**config.mk**
```make
export PLATFORM = sky130hd
export DESIGN_NAME = modular_inverse_prime_core
export DESIGN_NICKNAME = d
export VERILOG_FILES = /design/src/rtl/mip_pkg.sv /design/src/rtl/mip_ucode_rom.sv /design/src/rtl/mip_datapath.sv /design/src/rtl/mip_sequencer.sv /design/src/rtl/modular_inverse_prime_core.sv
export SDC_FILE = /design/constraint.sdc
export NUM_CORES = 1
export LEC_CHECK = 0
export BUFFER_PORTS_ARGS = -buffer_cell sky130_fd_sc_hd__buf_4
export CORE_ASPECT_RATIO = 0.7
export CORE_MARGIN = 4
export CORE_UTILIZATION = 35
export CTS_CLUSTER_SIZE = 28
export DETAILED_ROUTE_END_ITERATION = 12
export SYNTH_ARGS = -nofsm -noshare
export SYNTH_HDL_FRONTEND = slang
export SYNTH_SLANG_ARGS = --single-unit
```
**constraint.sdc**
```tcl
create_clock -name clk -period 8.9 [get_ports clk]
set_clock_uncertainty 0.05 [all_clocks]
set_input_delay 1.78 -clock clk [delete_from_list [all_inputs] [get_ports clk]]
set_output_delay 1.78 -clock clk [all_outputs]
set_load 0.02 [all_outputs]
```
**src/rtl/mip_pkg.sv**
```systemverilog
// ----------------------------------------------------------------------------
// Modular inverse package
// Shared constants, control word layout and flag bundle for the microcoded
// modular inverse engine.
// ----------------------------------------------------------------------------
package mip_pkg;

	localparam int unsigned W = 30;
	localparam logic [W-1:0] PRIME = 30'd998244353;

	localparam int unsigned ADDR_W = 3;
	typedef logic [ADDR_W-1:0] addr_t;

	// Microprogram layout.
	localparam addr_t A_DISPATCH = 3'd0;
	localparam addr_t A_HALVE_U = 3'd1;
	localparam addr_t A_HALVE_V = 3'd2;
	localparam addr_t A_SUB_UV = 3'd3;
	localparam addr_t A_SUB_VU = 3'd4;
	localparam addr_t A_OUT_X1 = 3'd5;
	localparam addr_t A_OUT_X2 = 3'd6;
	localparam addr_t A_OUT_ZERO = 3'd7;

	typedef enum logic [2:0] {
		OP_NOP = 3'd0,
		OP_HALVE_U = 3'd1,
		OP_HALVE_V = 3'd2,
		OP_SUB_UV = 3'd3,
		OP_SUB_VU = 3'd4
	} op_t;

	typedef enum logic [1:0] {
		JMP_NEXT = 2'd0,
		JMP_ALWAYS = 2'd1,
		JMP_DISPATCH = 2'd2,
		JMP_STOP = 2'd3
	} jmp_t;

	typedef enum logic [1:0] {
		OUT_NONE = 2'd0,
		OUT_X1 = 2'd1,
		OUT_X2 = 2'd2,
		OUT_ZERO = 2'd3
	} out_t;

	typedef struct packed {
		op_t op;
		jmp_t jmp;
		out_t outsel;
		addr_t target;
	} ctrl_t;

	typedef struct packed {
		logic u_zero;
		logic u_one;
		logic v_one;
		logic u_even;
		logic v_even;
		logic u_ge_v;
	} flags_t;

endpackage

```
**src/rtl/mip_ucode_rom.sv**
```systemverilog
// ----------------------------------------------------------------------------
// Modular inverse microcode table
// Read-only control store of the binary extended Euclid program.
// ----------------------------------------------------------------------------
module mip_ucode_rom
	import mip_pkg::*;
(
	input addr_t pc,
	output ctrl_t ctrl
);

	always_comb begin
		case (pc)
			A_DISPATCH: ctrl = '{op: OP_NOP, jmp: JMP_DISPATCH, outsel: OUT_NONE,
				target: A_DISPATCH};
			A_HALVE_U: ctrl = '{op: OP_HALVE_U, jmp: JMP_ALWAYS, outsel: OUT_NONE,
				target: A_DISPATCH};
			A_HALVE_V: ctrl = '{op: OP_HALVE_V, jmp: JMP_ALWAYS, outsel: OUT_NONE,
				target: A_DISPATCH};
			A_SUB_UV: ctrl = '{op: OP_SUB_UV, jmp: JMP_ALWAYS, outsel: OUT_NONE,
				target: A_DISPATCH};
			A_SUB_VU: ctrl = '{op: OP_SUB_VU, jmp: JMP_ALWAYS, outsel: OUT_NONE,
				target: A_DISPATCH};
			A_OUT_X1: ctrl = '{op: OP_NOP, jmp: JMP_STOP, outsel: OUT_X1,
				target: A_DISPATCH};
			A_OUT_X2: ctrl = '{op: OP_NOP, jmp: JMP_STOP, outsel: OUT_X2,
				target: A_DISPATCH};
			A_OUT_ZERO: ctrl = '{op: OP_NOP, jmp: JMP_STOP, outsel: OUT_ZERO,
				target: A_DISPATCH};
			default: ctrl = '{op: OP_NOP, jmp: JMP_STOP, outsel: OUT_ZERO,
				target: A_DISPATCH};
		endcase
	end

endmodule

```
**src/rtl/mip_datapath.sv**
```systemverilog
// ----------------------------------------------------------------------------
// Modular inverse datapath
// Holds u, v and their coefficients x1, x2, with one shared modular halver
// and one shared modular subtractor, and the result register.
// ----------------------------------------------------------------------------
module mip_datapath
	import mip_pkg::*;
(
	input logic clk,
	input logic load,
	input logic [W-1:0] value,
	input logic step_en,
	input ctrl_t ctrl,
	output flags_t flags,
	output logic [W-1:0] inverse,
	output logic not_invertible
);

	logic [W-1:0] u_q, v_q, x1_q, x2_q;
	logic [W-1:0] inverse_q;
	logic not_inv_q;

	logic [W-1:0] value_red;
	logic [W-1:0] half_in, half_out;
	logic [W:0] half_sum;
	logic [W-1:0] sub_ra, sub_rb, sub_r;
	logic [W-1:0] sub_xa, sub_xb, sub_x;
	logic [W:0] x_diff;
	logic swap;

	// One subtraction of the prime brings any 30-bit operand below the prime.
	assign value_red = (value >= PRIME) ? value - PRIME : value;

	// Halving modulo an odd prime: an odd coefficient gets the prime added first.
	assign half_in = (ctrl.op == OP_HALVE_U) ? x1_q : x2_q;
	assign half_sum = half_in[0] ? ({1'b0, half_in} + {1'b0, PRIME}) : {1'b0, half_in};
	assign half_out = half_sum[W:1];

	assign swap = (ctrl.op == OP_SUB_VU);
	assign sub_ra = swap ? v_q : u_q;
	assign sub_rb = swap ? u_q : v_q;
	assign sub_r = sub_ra - sub_rb;
	assign sub_xa = swap ? x2_q : x1_q;
	assign sub_xb = swap ? x1_q : x2_q;
	assign x_diff = {1'b0, sub_xa} - {1'b0, sub_xb};
	assign sub_x = x_diff[W] ? x_diff[W-1:0] + PRIME : x_diff[W-1:0];

	assign flags.u_zero = (u_q == '0);
	assign flags.u_one = (u_q == W'(1));
	assign flags.v_one = (v_q == W'(1));
	assign flags.u_even = ~u_q[0];
	assign flags.v_even = ~v_q[0];
	assign flags.u_ge_v = (u_q >= v_q);

	always_ff @(posedge clk) begin
		if (load) begin
			u_q <= value_red;
			v_q <= PRIME;
			x1_q <= W'(1);
			x2_q <= '0;
		end else if (step_en) begin
			case (ctrl.op)
				OP_HALVE_U: begin
					u_q <= u_q >> 1;
					x1_q <= half_out;
				end
				OP_HALVE_V: begin
					v_q <= v_q >> 1;
					x2_q <= half_out;
				end
				OP_SUB_UV: begin
					u_q <= sub_r;
					x1_q <= sub_x;
				end
				OP_SUB_VU: begin
					v_q <= sub_r;
					x2_q <= sub_x;
				end
				default: begin
				end
			endcase
		end
	end

	always_ff @(posedge clk) begin
		if (step_en) begin
			case (ctrl.outsel)
				OUT_X1: begin
					inverse_q <= x1_q;
					not_inv_q <= 1'b0;
				end
				OUT_X2: begin
					inverse_q <= x2_q;
					not_inv_q <= 1'b0;
				end
				OUT_ZERO: begin
					inverse_q <= '0;
					not_inv_q <= 1'b1;
				end
				default: begin
				end
			endcase
		end
	end

	assign inverse = inverse_q;
	assign not_invertible = not_inv_q;

endmodule

```
**src/rtl/mip_sequencer.sv**
```systemverilog
// ----------------------------------------------------------------------------
// Modular inverse sequencer
// Step counter of the microprogram with plain, unconditional and multiway
// jumps, plus the busy flag and the done strobe.
// ----------------------------------------------------------------------------
module mip_sequencer
	import mip_pkg::*;
(
	input logic clk,
	input logic arst_n,
	input logic start,
	input ctrl_t ctrl,
	input flags_t flags,
	output addr_t pc,
	output logic busy,
	output logic done
);

	addr_t pc_q, pc_next, dispatch_addr;
	logic busy_q, done_q;

	// Priority matters: a finished u or v ends the program before any reduction.
	always_comb begin
		if (flags.u_zero) begin
			dispatch_addr = A_OUT_ZERO;
		end else if (flags.u_one) begin
			dispatch_addr = A_OUT_X1;
		end else if (flags.v_one) begin
			dispatch_addr = A_OUT_X2;
		end else if (flags.u_even) begin
			dispatch_addr = A_HALVE_U;
		end else if (flags.v_even) begin
			dispatch_addr = A_HALVE_V;
		end else if (flags.u_ge_v) begin
			dispatch_addr = A_SUB_UV;
		end else begin
			dispatch_addr = A_SUB_VU;
		end
	end

	always_comb begin
		case (ctrl.jmp)
			JMP_NEXT: pc_next = pc_q + addr_t'(1);
			JMP_ALWAYS: pc_next = ctrl.target;
			JMP_DISPATCH: pc_next = dispatch_addr;
			JMP_STOP: pc_next = A_DISPATCH;
			default: pc_next = A_DISPATCH;
		endcase
	end

	always_ff @(posedge clk or negedge arst_n) begin
		if (!arst_n) begin
			pc_q <= A_DISPATCH;
			busy_q <= 1'b0;
			done_q <= 1'b0;
		end else begin
			done_q <= 1'b0;
			if (!busy_q) begin
				pc_q <= A_DISPATCH;
				if (start) begin
					busy_q <= 1'b1;
				end
			end else begin
				pc_q <= pc_next;
				if (ctrl.jmp == JMP_STOP) begin
					busy_q <= 1'b0;
					done_q <= 1'b1;
				end
			end
		end
	end

	assign pc = pc_q;
	assign busy = busy_q;
	assign done = done_q;

endmodule

```
**src/rtl/modular_inverse_prime_core.sv**
```systemverilog
// ----------------------------------------------------------------------------
// Modular inverse modulo 998244353
// Returns the multiplicative inverse of a 30-bit operand modulo the prime.
// ----------------------------------------------------------------------------
// Usage:
// A request is taken at a rising edge where start is high and busy is low;
// value is sampled at that edge and reduced modulo the prime. busy stays high
// while the request is worked on. The result appears on inverse and
// not_invertible, marked by done, which is high for exactly one cycle; the receiver cannot
// hold it off, so it must capture it in that cycle.
// An operand that is a multiple of the prime returns inverse 0 with
// not_invertible set. Otherwise a binary extended Euclid microprogram runs:
// every step is a dispatch on the flags of u and v, then one halving or one
// modular subtraction, until a dispatch selects an output step.
// A new request can be taken in the cycle done is high. One request at a time.
// Reset clears the sequencer; the block is idle and ready right after it.
// ----------------------------------------------------------------------------
module modular_inverse_prime_core
	import mip_pkg::*;
(
	input logic clk,
	input logic arst_n,
	input logic start,
	output logic busy,
	input logic [29:0] value,
	output logic done,
	output logic [29:0] inverse,
	output logic not_invertible
);

	addr_t pc;
	ctrl_t ctrl;
	flags_t flags;
	logic load;

	assign load = start & ~busy;

	mip_ucode_rom u_rom (
		.pc(pc),
		.ctrl(ctrl)
	);

	mip_sequencer u_seq (
		.clk(clk),
		.arst_n(arst_n),
		.start(start),
		.ctrl(ctrl),
		.flags(flags),
		.pc(pc),
		.busy(busy),
		.done(done)
	);

	mip_datapath u_dp (
		.clk(clk),
		.load(load),
		.value(value),
		.step_en(busy),
		.ctrl(ctrl),
		.flags(flags),
		.inverse(inverse),
		.not_invertible(not_invertible)
	);

endmodule

```
== Word-level counts from Yosys, hierarchy flattened ==
Memory sizes are Yosys's and may differ from the RTL's.
Index checks and enable logic that the tools add are counted.
Widths: inputs -> output; s select.
Word-level totals
  register bits after elaboration: 156
  bits in read-only memories: 56
  input port bits: 33
  output and inout bits: 33
  word-level logic and storage cells: 75
  memories: 1
Operators by class
  add/sub/neg operators: 6
  $lt $le $gt $ge: 2
  equal/unequal tests: 12
  muxes and demuxes: 29
  bitwise logic cells: 2
  reduce and logical (&&, ||, !) cells: 14
Memory list
  (no name shown): depth 8, width 7, rd ports 1, clocked after Yosys merged registers in 0, wr ports 0, line mip_ucode_rom.sv:13  | case (pc)
Operator list (count)
  $mux 30: 9
  $pmux 30 s2: 4
  $pmux 30 s3: 1
  $eq 30x1->1 const B: 2
  $add 30x30->31 const B: 1
  $mux 31: 1
  $sub 30x30->31: 1
  $add 30x30->30 const B: 1
  $ge 30x30->1: 1
  $ge 30x30->1 const B: 1
  $logic_not 30->1: 1
  $sub 30x30->30: 1
  $sub 30x30->30 const B: 1
  $mux 3: 7
  $pmux 3 s4: 1
  $reduce_and 2->1: 5
  $eq 2x2->1 const B: 4
  $reduce_bool 2->1: 4
  $eq 3x2->1 const B: 2
  $reduce_bool 3->1: 2
  $mux 1: 5
  $eq 2x1->1 const B: 2
  $add 3x1->3 const B: 1
  $eq 3x1->1 const B: 1
  other kinds (6): 6

== Depth between registers and ports, before layout ==
  depth in word-level cells: 9
  gate-level depth with buffers: 34
  mapped depth without buffers: 19

== Cells and area by module ==
A second synthesis with hierarchy kept.
Unflattened totals
  cell total of the unflattened synthesis: 2101
  area total of the unflattened synthesis: 15517.4 sq um
By module, submodules not included
  mip_datapath: instances 1, cells an instance 2057, area each 15114.5 sq um, sequential area each 3633.5 sq um
  mip_sequencer: instances 1, cells an instance 31, area each 306.5 sq um, sequential area each 125.1 sq um
  mip_ucode_rom: instances 1, cells an instance 12, area each 82.6 sq um, sequential area each 0.0 sq um
  modular_inverse_prime_core: instances 1, cells an instance 1, area each 13.8 sq um, sequential area each 0.0 sq um

== Worst setup path after synthesis ==
OpenSTA, ideal clock, no wires.
  path kind: register to register
  from: register u_seq.pc_q[0], in the netlist u_seq.pc[0]
  to: register u_dp.x1_q[29]
  setup time: 0.066 ns
  data arrival time: 6.846 ns
  data required time: 8.784 ns
  setup slack: 1.938 ns
  stages on the path, launching flop included: 34
  path buffers: 14
  clock period less this slack: 6.962 ns
  cell sequence: dfrtp_1 inv_1 clkbuf_1 ha_1 nand2_1 buf_2 buf_6 buf_6 buf_6 buf_4 buf_6 buf_4 buf_4 clkbuf_1 clkbuf_1 clkbuf_1 clkbuf_1 buf_1 nor2_1 a21oi_1 ha_1 a211oi_1 or4_1 nand4_2 a21oi_1 nor4_1 nand4_1 and4bb_2 nand4bb_4 nor4bb_4 a2111oi_4 or4_1 o211a_1 a21oi_2
On the way
  longest elaborated chain between the ends: 7
  elaborated cells between the ends (all ways): 15
  those cells by class: add/sub (3); eq/ne (3); mux (6); reduce/logical (2); memory (1)
Ends and longest elaborated chain
  start, declared: line mip_sequencer.sv:19  | addr_t pc_q, pc_next, dispatch_addr;
  start signal, assigned: line mip_sequencer.sv:64  | pc_q <= pc_next;
  $mem_v2 8x7 *
  $eq 3x3->1: line mip_datapath.sv:39  | assign swap = (ctrl.op == OP_SUB_VU);
  $mux 30 (on tied branches): line mip_datapath.sv:43, mip_datapath.sv:44
  $sub 30x30->31: line mip_datapath.sv:45  | assign x_diff = {1'b0, sub_xa} - {1'b0, sub_xb};
  $add 30x30->30: line mip_datapath.sv:46  | assign sub_x = x_diff[W] ? x_diff[W-1:0] + PRIME : x_diff[W-1:0];
  $mux 30: line mip_datapath.sv:46
  $pmux 30 s2: line mip_datapath.sv:62  | case (ctrl.op)
  end signal, assigned: line mip_datapath.sv:65  | x1_q <= half_out;
  end signal, assigned: line mip_datapath.sv:73  | x1_q <= sub_x;
  end, declared: line mip_datapath.sv:19  | logic [W-1:0] u_q, v_q, x1_q, x2_q;
Mark *: on every way between the ends. The rest lies on a longest branch, timed or not.
A chain may end at the register's enable or synchronous reset.

== Worst setup path after layout ==
  from: register u_seq.pc_q[0], in the netlist u_seq.pc[0]
  to: register u_dp.x2_q[18]
On the way
  longest elaborated chain between the ends: 7
  elaborated cells between the ends (all ways): 15
  those cells by class: add/sub (3); eq/ne (3); mux (6); reduce/logical (2); memory (1)
Ends and longest elaborated chain
  $mem_v2 8x7 *
  $eq 3x3->1: line mip_datapath.sv:39, mip_datapath.sv:62
  $mux 30 (on tied branches): line mip_datapath.sv:43, mip_datapath.sv:44
  $sub 30x30->31: line mip_datapath.sv:45
  $add 30x30->30: line mip_datapath.sv:46
  $mux 30: line mip_datapath.sv:46
  $pmux 30 s2: line mip_datapath.sv:62
  end signal, assigned: line mip_datapath.sv:69  | x2_q <= half_out;
  end signal, assigned: line mip_datapath.sv:77  | x2_q <= sub_x;
  end, declared: line mip_datapath.sv:19
Marks and branches as above.

==> reports/metrics.cfg <==
[drt]
route.detailed.wl_per_inst_um = 19.9
wirelength_um = 52100
drt_iter0_markers = 2011
num_vias = 15900
post-route-drc-count = 0
first_pass_iters = 7
postRouteAntennaNets = 0
viasPerCell = 6.07

[die]
die_y_um = 182
die_w_um = 256
io_pins = 66
initial_core_util_pct = 35.5
rows = 63
die_area_um2 = 46600
core-area_um2 = 42500

[clock_tree]
clock_latency_ns = 0.46
cts_root_buffer = clkbuf_16
post_cts_resized = 0
ctsHoldBuffers = 0
clk_pin_slew_ns = 0.07
cts_setup_buffers = 0
cts_tree = built
cts_sinks = 156
numCtsBuffers = 17
htree_levels = 4
clk_path_buf_depth = 2

[synthesis]
asyncSetResetFlopFracSynth_pct = 3.21
ys_warn_count = 0
syn-cell-area_um2 = 15100
synth-simple-area-share_pct = 27.6
synth_nets = 2166
synth_top_family_by_area = compound AO/OA/AOI/OAI gates
syn_avg_cell_area_um2 = 7.21
synth_seq_cells = 156
yosysSeqAreaShare_pct = 24.9
yosys.cell_types.count = 99
synth_compound_area_share_pct = 27.9
synth.mux.area_fraction_pct = 1.60
synthCells = 2094
synth_fa_ha_area_share_pct = 3.37
synth-edff-count = 61
synth_flop_cell = dfxtp_1
synthXorXnorAreaFrac_pct = 8.27

[grt]
overflow = 0
grt_pass1_wl_um = 81600
grtUsageTotal_pct = 21.7
antenna_found_initial = 1
grt_start_max_net_pins = 73
grt_pass1_vias = 14400

[timing]
period_share_pct = 71.5
hold_viol = 0
layout_min_cycle_time_ns = 6.36
rsz0062_at_grt = false
fmax_mhz = 157
tightest_slew_ns = 0.976
finalMaxSlewViolations = 0
relSlewSlack_pct = 35.0
setup_tns_ns = 0
hold_slack_ns = 0.476
setup_violations = 0

[worst_setup_path]
end_kind = flop
ff2ff_path_depth = 18
cp-start-kind = flop
critPathArrivalTime_ns = 6.67
path_max_fanout = 48
crit_type = reg -> reg
reg2reg_slack_ns = 2.54
required_ns = 9.20

[finish]
fin_cells = 2616
stdcell_area_um2 = 16500
drive_gt1_share_pct = 8.39
syn_to_final_growth_pct = 9.07
layout.nets = 2122

[place]
dp_cells = 2583
place_congestion = 0.972
postPlaceCellArea_um2 = 15800
dp_hpwl_um = 36900
port_buffers = 65

[worst_hold_path]
min_path_type = reg -> reg
hold_depth = 2

[outcome]
outcome = finished clean

[job]
maxCapViolCount = 0

final timing paths:
path,startpoint,endpoint
worst max-delay path,u_seq.pc[0],u_dp.x2_q[18]
worst min-delay path,u_dp.v_q[26],u_dp.v_q[25]
worst max register to register,u_seq.pc[0],u_dp.x2_q[18]
worst min register to register,u_dp.v_q[26],u_dp.v_q[25]
max in group asynchronous,arst_n,u_seq.pc[2]
min in group asynchronous,arst_n,u_seq.pc[1]
synthesized netlist by cell type (23+ instances only):
cell type | instances | share of area (%)
a211oi_1 | 46 | 2.3
a21oi_1 | 165 | 5.5
a31oi_1 | 32 | 1.3
and3_1 | 23 | 0.95
clkbuf_1 | 111 | 2.8
dfxtp_1 | 90 | 12
edfxtp_1 | 61 | 12
ha_1 | 39 | 3.2
inv_1 | 83 | 2.1
mux2i_1 | 23 | 1.5
nand2_1 | 266 | 6.6
nand2b_1 | 52 | 2.2
nand3_1 | 68 | 2.3
nor2_1 | 204 | 5.1
nor2b_1 | 46 | 1.9
nor3_1 | 54 | 1.8
nor4_1 | 29 | 1.2
o211ai_1 | 27 | 1.3
o21ai_0 | 159 | 5.3
or3_1 | 27 | 1.1
xnor2_1 | 97 | 5.6
xor2_1 | 40 | 2.3
critical path, cell delays in order, from the launching register on:
cell,delay (ns)
dfrtp_1,0.38
inv_1,0.41
ha_1,0.72
nand2_4,0.48
a21oi_1,0.27
ha_1,0.21
a211oi_1,0.09
or4_1,0.55
nand4_2,0.16
nand4_1,0.24
a31oi_1,0.37
o21ai_2,0.15
o311ai_1,0.60
a21o_1,0.65
nor2_1,0.27
nand2_1,0.15
xnor2_1,0.16
nand2_1,0.09
a311oi_1,0.27
layer usage:
layer / part of all wire [%] / vias to the layer above / global-route usage (%)
met4: 2.1 / 0 / 6.01
met3: 9.7 / 102 / 4.98
met1: 48 / 7492 / 32.6
met2: 40 / 755 / 30.7
li1: - / 7531 / -
met5: 0 / - / 0
flip-flops by register name (all words and copies together), names as in the netlist:
name	flops
u_dp.inverse	30
u_dp.v_q	30
u_seq.done	1
u_dp.x2_q	30
u_dp.u_q	30
u_dp.not_invertible	1
u_seq.pc	3
u_seq.busy	1
u_dp.x1_q	30
metrics by stage:
| step | worst slack [ns] | util, % |
|---|---|---|
| detailed placement | 2.72 | 37.3 |
| global route | 2.09 | 38.7 |
| finish | 2.54 | 38.7 |
| global placement | 2.88 | 37.3 |
| CTS | 2.72 | 38.7 |
| floorplan | 1.94 | - |
cells by family after synthesis:
group / Yosys count
and+or+nand+nor: 854
xor gates and xnor gates: 140
buffers and inverters: 233
muxes: 24
DFF: 156
adders and majority gates: 41
AOI/OAI and AO/OA: 646
cell type report:
class | instances | area [um^2]
Antenna cell | 1 | 2.50
Sequential cell | 156 | 3760
Inverter | 85 | 319
Timing Repair Buffer | 85 | 638
Tap cell | 552 | 691
Multi-Input combinational cell | 1705 | 10400
Fill cell | 4405 | 26000
Clock buffer | 19 | 454
Clock inverter | 13 | 165
cell usage in the layout (no fill, tap or decap), drive strengths merged, types with 7 or more instances in the layout:
cell and instances:
clkbuf 19, nand2b 52, o22ai 12, dfxtp 90
o2111ai 7, o211ai 27, mux2i 23, nor2b 46
nand4b 7, nor4 30, and2 11, o311ai 9
a311oi 19, a21o 17, o21ai 177, nand4 23
a31oi 33, ha 39, nand3 69, or4 8
nor2 204, a41oi 10, xnor2 100, nor3 54
o21a 10, inv 86, and3 23, a2111oi 9
a211oi 49, buf 85, a211o 9, or2 9
a21oi 168, xor2 40, nand2 266, o31ai 20
edfxtp 61, or3 27
Power is not shown: default switching activity piles up to over one toggle a cycle in this logic, so the estimate is an artifact.
